**config.mk**
```make
export PLATFORM = sky130hd
export DESIGN_NAME = dwpid_ctrl
export DESIGN_NICKNAME = d
export VERILOG_FILES = /design/src/rtl/core/dwpid_pkg.sv /design/src/rtl/core/dwpid_ctrl.sv
export VERILOG_INCLUDE_DIRS = /design/src /design/src/rtl/core
export SDC_FILE = /design/constraint.sdc
export NUM_CORES = 1
export LEC_CHECK = 0
export BUFFER_PORTS_ARGS = -buffer_cell sky130_fd_sc_hd__clkbuf_2
export CAP_MARGIN = 20
export CORE_ASPECT_RATIO = 0.9
export CORE_MARGIN = 1
export CORE_UTILIZATION = 46
export DETAILED_ROUTE_END_ITERATION = 8
export MAX_ROUTING_LAYER = met4
export PLACE_DENSITY = 0.69
export SETUP_SLACK_MARGIN = 0.02
export SLEW_MARGIN = 20
export SYNTH_ARGS = -nofsm -noshare
export SYNTH_HDL_FRONTEND = slang
export SYNTH_SLANG_ARGS = --single-unit
```
**constraint.sdc**
```tcl
create_clock -name clk -period 2.6 [get_ports clk]
set_input_delay 0.39 -clock clk [delete_from_list [all_inputs] [get_ports clk]]
set_output_delay 0.39 -clock clk [all_outputs]
set_load 0.02 [all_outputs]
```
**src/rtl/core/dual_wheel_pid_speed_control_assert.svh**
```systemverilog
// Assertion macros shared by the wheel regulator RTL.
// Expects clk and rst_n in the scope of use.
`ifndef DUAL_WHEEL_PID_SPEED_CONTROL_ASSERT_SVH
`define DUAL_WHEEL_PID_SPEED_CONTROL_ASSERT_SVH

// condition that must hold at every edge out of reset
`define DWPID_ASSERT(lbl, cond, msg) \
  lbl: assert property (@(posedge clk) disable iff (!rst_n) (cond)) else $error(msg);

// same-cycle implication
`define DWPID_ASSERT_IMPL(lbl, ante, cons, msg) \
  lbl: assert property (@(posedge clk) disable iff (!rst_n) (ante) |-> (cons)) else $error(msg);

`endif

```
**src/rtl/core/dwpid_pkg.sv**
```systemverilog
// Package for the dual wheel PID regulator: widths, codes, FSM and command types.
// No dependencies.
package dwpid_pkg;

  localparam int FRAC_BITS  = 16;
  localparam int DRIVE_W    = 18;
  localparam int SPEED_W    = 32;
  localparam int GAIN_W     = 24;
  localparam int LIM_W      = 17;
  localparam int GATE_W     = 16;
  localparam int TIME_W     = 32;
  localparam int TICK_W     = 16;
  localparam int CFG_IDX_W  = 3;
  localparam int CFG_DATA_W = 24;
  localparam int PROD_W     = 56;
  localparam int CMD_W      = 39;
  localparam int DER_MAG_W  = 42;
  localparam int DIV_REM_W  = 32;
  localparam int DIV_DVD_W  = 48;
  localparam int DIV_CNT_W  = 6;
  localparam logic [DIV_CNT_W-1:0] SPD_STEPS = 6'd32;
  localparam logic [DIV_CNT_W-1:0] DER_STEPS = 6'd42;
  localparam logic [36:0] TERM_CAP = 37'h10_0000_0000;
  localparam int DRIVE_ONE = 1 << FRAC_BITS;

  typedef enum logic [CFG_IDX_W-1:0] {
    REG_GAIN_P, REG_GAIN_I, REG_GAIN_D, REG_ACCEL,
    REG_DECEL, REG_CM_TICK, REG_MAX_SPEED, REG_GATE
  } reg_idx_t;

  localparam logic [1:0] TERM_P = 2'd0;
  localparam logic [1:0] TERM_I = 2'd1;
  localparam logic [1:0] TERM_D = 2'd2;

  typedef enum logic [4:0] {
    ST_IDLE, ST_LOAD, ST_CHECK, ST_SMUL, ST_SSCALE, ST_SDIV_LD, ST_SDIV,
    ST_ERR, ST_INT, ST_DDIV, ST_DER, ST_GLO, ST_GHI, ST_GACC, ST_DRV,
    ST_TGT, ST_OUT
  } state_t;

  typedef enum logic [3:0] {
    ACT_NONE, ACT_ACCEPT, ACT_LOAD, ACT_SMUL, ACT_SSCALE, ACT_SDIV_LD,
    ACT_ERR, ACT_INT, ACT_DER, ACT_GLO, ACT_GHI, ACT_GACC, ACT_DRV,
    ACT_TGT, ACT_OUT
  } act_t;

  typedef struct packed {
    act_t       act;
    logic [1:0] term;
  } dp_cmd_t;

  typedef struct packed {
    logic op;
    logic go;
    logic ovf;
    logic div_busy;
    logic out_free;
  } dp_sts_t;

endpackage

```
**src/rtl/core/dwpid_ctrl.sv**
```systemverilog
// Controller FSM: sequences the datapath steps for sample and target words.
// Depends on dwpid_pkg and the assertion macro header.
`include "dual_wheel_pid_speed_control_assert.svh"
module dwpid_ctrl import dwpid_pkg::*; (
  input  logic    clk,
  input  logic    rst_n,
  input  logic    in_valid,
  output logic    in_ready,
  input  dp_sts_t sts,
  output dp_cmd_t cmd
);

  state_t     state_r, state_nxt;
  logic [1:0] term_r, term_nxt;

  always_ff @(posedge clk) begin
    if (!rst_n) begin
      state_r <= ST_IDLE;
      term_r  <= TERM_P;
    end else begin
      state_r <= state_nxt;
      term_r  <= term_nxt;
    end
  end

  always_comb begin
    state_nxt = state_r;
    term_nxt  = term_r;
    unique case (state_r)
      ST_IDLE:    if (in_valid) state_nxt = ST_LOAD;
      ST_LOAD:    state_nxt = sts.op ? ST_TGT : ST_CHECK;
      ST_CHECK:   state_nxt = sts.go ? ST_SMUL : ST_OUT;
      ST_SMUL:    state_nxt = ST_SSCALE;
      ST_SSCALE:  state_nxt = ST_SDIV_LD;
      ST_SDIV_LD: state_nxt = sts.ovf ? ST_ERR : ST_SDIV;
      ST_SDIV:    if (!sts.div_busy) state_nxt = ST_ERR;
      ST_ERR:     state_nxt = ST_INT;
      ST_INT:     state_nxt = ST_DDIV;
      ST_DDIV:    if (!sts.div_busy) state_nxt = ST_DER;
      ST_DER: begin
        state_nxt = ST_GLO;
        term_nxt  = TERM_P;
      end
      ST_GLO:     state_nxt = ST_GHI;
      ST_GHI:     state_nxt = ST_GACC;
      ST_GACC: begin
        if (term_r == TERM_D) begin
          state_nxt = ST_DRV;
        end else begin
          state_nxt = ST_GLO;
          term_nxt  = term_r + 2'd1;
        end
      end
      ST_DRV:     state_nxt = ST_OUT;
      ST_TGT:     state_nxt = ST_OUT;
      ST_OUT:     if (sts.out_free) state_nxt = ST_IDLE;
      default:    state_nxt = ST_IDLE;
    endcase
  end

  always_comb begin
    in_ready = 1'b0;
    cmd.term = term_r;
    cmd.act  = ACT_NONE;
    unique case (state_r)
      ST_IDLE: begin
        in_ready = 1'b1;
        if (in_valid) cmd.act = ACT_ACCEPT;
      end
      ST_LOAD:    cmd.act = sts.op ? ACT_NONE : ACT_LOAD;
      ST_SMUL:    cmd.act = ACT_SMUL;
      ST_SSCALE:  cmd.act = ACT_SSCALE;
      ST_SDIV_LD: cmd.act = ACT_SDIV_LD;
      ST_ERR:     cmd.act = ACT_ERR;
      ST_INT:     cmd.act = ACT_INT;
      ST_DER:     cmd.act = ACT_DER;
      ST_GLO:     cmd.act = ACT_GLO;
      ST_GHI:     cmd.act = ACT_GHI;
      ST_GACC:    cmd.act = ACT_GACC;
      ST_DRV:     cmd.act = ACT_DRV;
      ST_TGT:     cmd.act = ACT_TGT;
      ST_OUT:     if (sts.out_free) cmd.act = ACT_OUT;
      default:    cmd.act = ACT_NONE;
    endcase
  end

  `DWPID_ASSERT_IMPL(a_idle_div, state_r == ST_IDLE, !sts.div_busy, "divider busy while idle")
  `DWPID_ASSERT_IMPL(a_gacc_seq, state_r == ST_GACC, $past(state_r) == ST_GHI, "gain step out of order")
  `DWPID_ASSERT(a_term_rng, term_r <= TERM_D, "gain term index out of range")

endmodule

```
==> metrics.md <==
| Metric | Value |
|---|---|
| CORE AREA | approximately 1300 um^2 |
| IO Pins | 15 |
| Net Sw Power | 0.413 mW |
| Cell Pwr Density | 1080 nW/um^2 |
| DRT iter0 DRCs | 25 |
| Routability cong. | approximately 0.83 |
| Clock Power Share | 12.3% |
| Combinational cell fraction of total power | 57.5% |
| Crit path max fanout | 19 |
| Internal power | 0.397 mW |
| Post-DP HPWL | approximately 1.1 mm |
| Critical path capture point type | primary output |
| DRC violations left | 0 |
| Vias in the first global route | 605 |
| Sequential share of the synthesized area | slightly above 20% |
| Initial antenna violation count | 0 |
| Synth warn | 0 |
| Fin crit share | about nine tenths |
| Routed vias/inst | 6.14 |
| Synth async-reset ratio | 0% |
| Reg-to-reg endpoint | state_r[0] |
| Post_cts resized | 0 |
| Worst setup path end | cmd[2] |
| Most frequent cells in the layout | clkbuf_2 (14), nor2_1 (8), nand2_1 (8) |
| CTS tree | built |
| Drt wl/cell | 13.2 um |
| Via count | 725 |
| H-tree levels | 1 |
| Predominant post-synthesis flop cell | dfxtp_1 |
| Setup CP Type | flop to primary output |
| Mean Syn Cell Area | about 7.3 um^2 |
| GRT Total Usage | 23.7% |
| Setup TNS | 0 ns |
| Initial Utilization | between 50% and 60% |
| GRT overflow | 0 |
| Area Overhead vs Synth | 8.15% |
| Unrepaired setup endpoints after global routing | no |
| Data arrival, critical path | roughly 2 ns |
| Router iterations before antenna repair | 4 |
| Most common cell after layout, fill and taps aside | clkbuf_2 |
| Pins Over Slew Limit | 0 |
| Normalized max-slew margin | 56.0% |
| Achievable Freq | approximately 420 MHz |
| Register share of total power | a little under a third |
| Die width | 42.8 um |
| NumNets Final | 114 |
| EDFF count, synth | 0 |
| CP startpoint | state_r[3] |
| Buffers on Ports | 14 |
| Mapped Cells | 94 |
| Leakage | 0.298 nW |
| Status | finished, final reports clean |
| Post-layout minimum cycle time | 2.36 ns |
| CTS root buf | clkbuf_4 |
| Hold path startpoint | rst_n |
| CP Launch Type | flop |
| FF-to-FF path depth | 4 |
| CTS Buf Count | 3 |
| Number of diodes | 0 |
| Clk sink count | 7 |
| Synth Register Bits | 7 |
| Routed Antenna Nets | 0 |
| Endpoints failing setup | 0 |
| Final hold vios | 0 |
| Cell area after synthesis | 691 um^2 |
| R2R Setup Slk | 0.93 ns |
| Final hold slack | between 0.4 and 0.5 ns |
| Clk buf depth | 2 |
| Skew-Pair Late Insertion Delay | 0.26 ns |
| Post-synth cell types | 43 |
| Hold crit path type | input pin to flop |
| Max VDD drop | 0.481 mV |
| Layout cells sized above 1 | about 22% |
| Reg2reg start | state_r[3] |
| Max_cap viols | 0 |
| CP Data Required Time | 2.21 ns |
| Postcts setup bufs | 0 |
| Clock skew | 0.00744 ns |
| Die area | about 1700 um^2 |
| Clock transition at path regs | 0.05 ns |
| DRT Wirelength | roughly 1.6 mm |
| First-pass GRT wire length | 2.75 mm |
| Die height | 38.8 um |
| Sw frac | 51.0% |
| # hold bufs at CTS | 0 |
| Largest net degree at the start of global routing | 22 |
| Actual slew at the worst max-slew pin | about 0.66 ns |
| Rows | 12 |
| Syn Nets | just over 100 |
==> how the worst min path moves through the flow <==
stage	endpoint	slack, ns	cells after the start
CTS	term_r[1]	0.40	2
detailed placement	term_r[0]	0.46	2
global placement	term_r[0]	0.46	2
floorplan	term_r[1]	0.51	1
finish	term_r[1]	0.41	2
global route	term_r[1]	0.40	2
==> synthesized netlist by cell type (2+ instances only) <==
| library cell | instances | area, um^2 |
|---|---|---|
| buf_2 | 4 | 20.0 |
| nand3_1 | 3 | 15.0 |
| inv_1 | 4 | 15.0 |
| o31ai_1 | 2 | 15.0 |
| a31oi_1 | 2 | 12.5 |
| a32oi_1 | 2 | 17.5 |
| a21oi_1 | 4 | 20.0 |
| nand2b_1 | 2 | 12.5 |
| nor3_1 | 2 | 10.0 |
| nor2_1 | 8 | 30.0 |
| o21ai_0 | 3 | 15.0 |
| buf_6 | 3 | 33.8 |
| and3_1 | 2 | 12.5 |
| nor2b_1 | 4 | 25.0 |
| nand2_1 | 8 | 30.0 |
| and2_1 | 2 | 12.5 |
| o21ai_1 | 5 | 25.0 |
| nand4_1 | 2 | 12.5 |
| nand4bb_1 | 2 | 22.5 |
| dfxtp_1 | 7 | 140 |
==> through the flow <==
step	instances	area, um^2	setup WS, ns	power, mW	util, %
4_1_cts	118	747	0.275	0.814	57.2
6_report	118	747	0.236	0.810	57.2
2_1_floorplan	94	691	0.397	0.629	-
5_1_grt	118	747	0.0612	0.894	57.2
3_5_place_dp	114	721	0.561	0.709	55.2
3_3_place_gp	114	721	0.626	0.700	55.2
==> state kept, by name (all words and copies together), names as in the netlist <==
| signal | cells |
|---|---|
| term_r | 2 |
| state_r | 5 |
==> power by group through the flow <==
stage	sequential, mW	combinational [mW]	clock [mW]
finish	0.245	0.466	0.0996
global placement	0.240	0.459	0
detailed placement	0.242	0.467	0
global route	0.257	0.526	0.111
floorplan	0.146	0.483	0
CTS	0.239	0.469	0.105
==> kinds of logic (layout without fill, tap and decap cells) <==
| group | after synthesis | in the layout | share of synthesized area, % |
|---|---|---|---|
| buf+inv | 14 | 24 | 12.1 |
| simple gates | 42 | 42 | 35.7 |
| fa+ha+maj | 1 | 1 | 1.81 |
| compound gates | 30 | 30 | 30.1 |
| flops | 7 | 7 | 20.3 |
==> metal layers <==
| metal | vias to the layer above | wire length, um | global-route usage (%) |
|---|---|---|---|
| met5 | - | 0 | - |
| met4 | 0 | 29 | 9.38 |
| met3 | 4 | 103 | 7.01 |
| met2 | 29 | 668 | 36.4 |
| met1 | 329 | 760 | 29.4 |
| li1 | 363 | - | - |
==> area by class of cell <==
cell class / instances / area (um^2)
clock buffer: 4 / 26.3
fill: 136 / 559
inverter: 5 / 18.8
multi-input combinational: 73 / 467
sequential: 7 / 140
tap: 14 / 17.5
timing repair buffer: 15 / 77.6
==> worst max-delay path, cell delays in order (launching register included) <==
cell       delay, ns
dfxtp_1         0.71
inv_1           0.24
nand2_1         0.11
a21oi_1         0.06
a2111oi_0       0.35
clkbuf_2        0.24
Power figures use the tool's default switching activity.
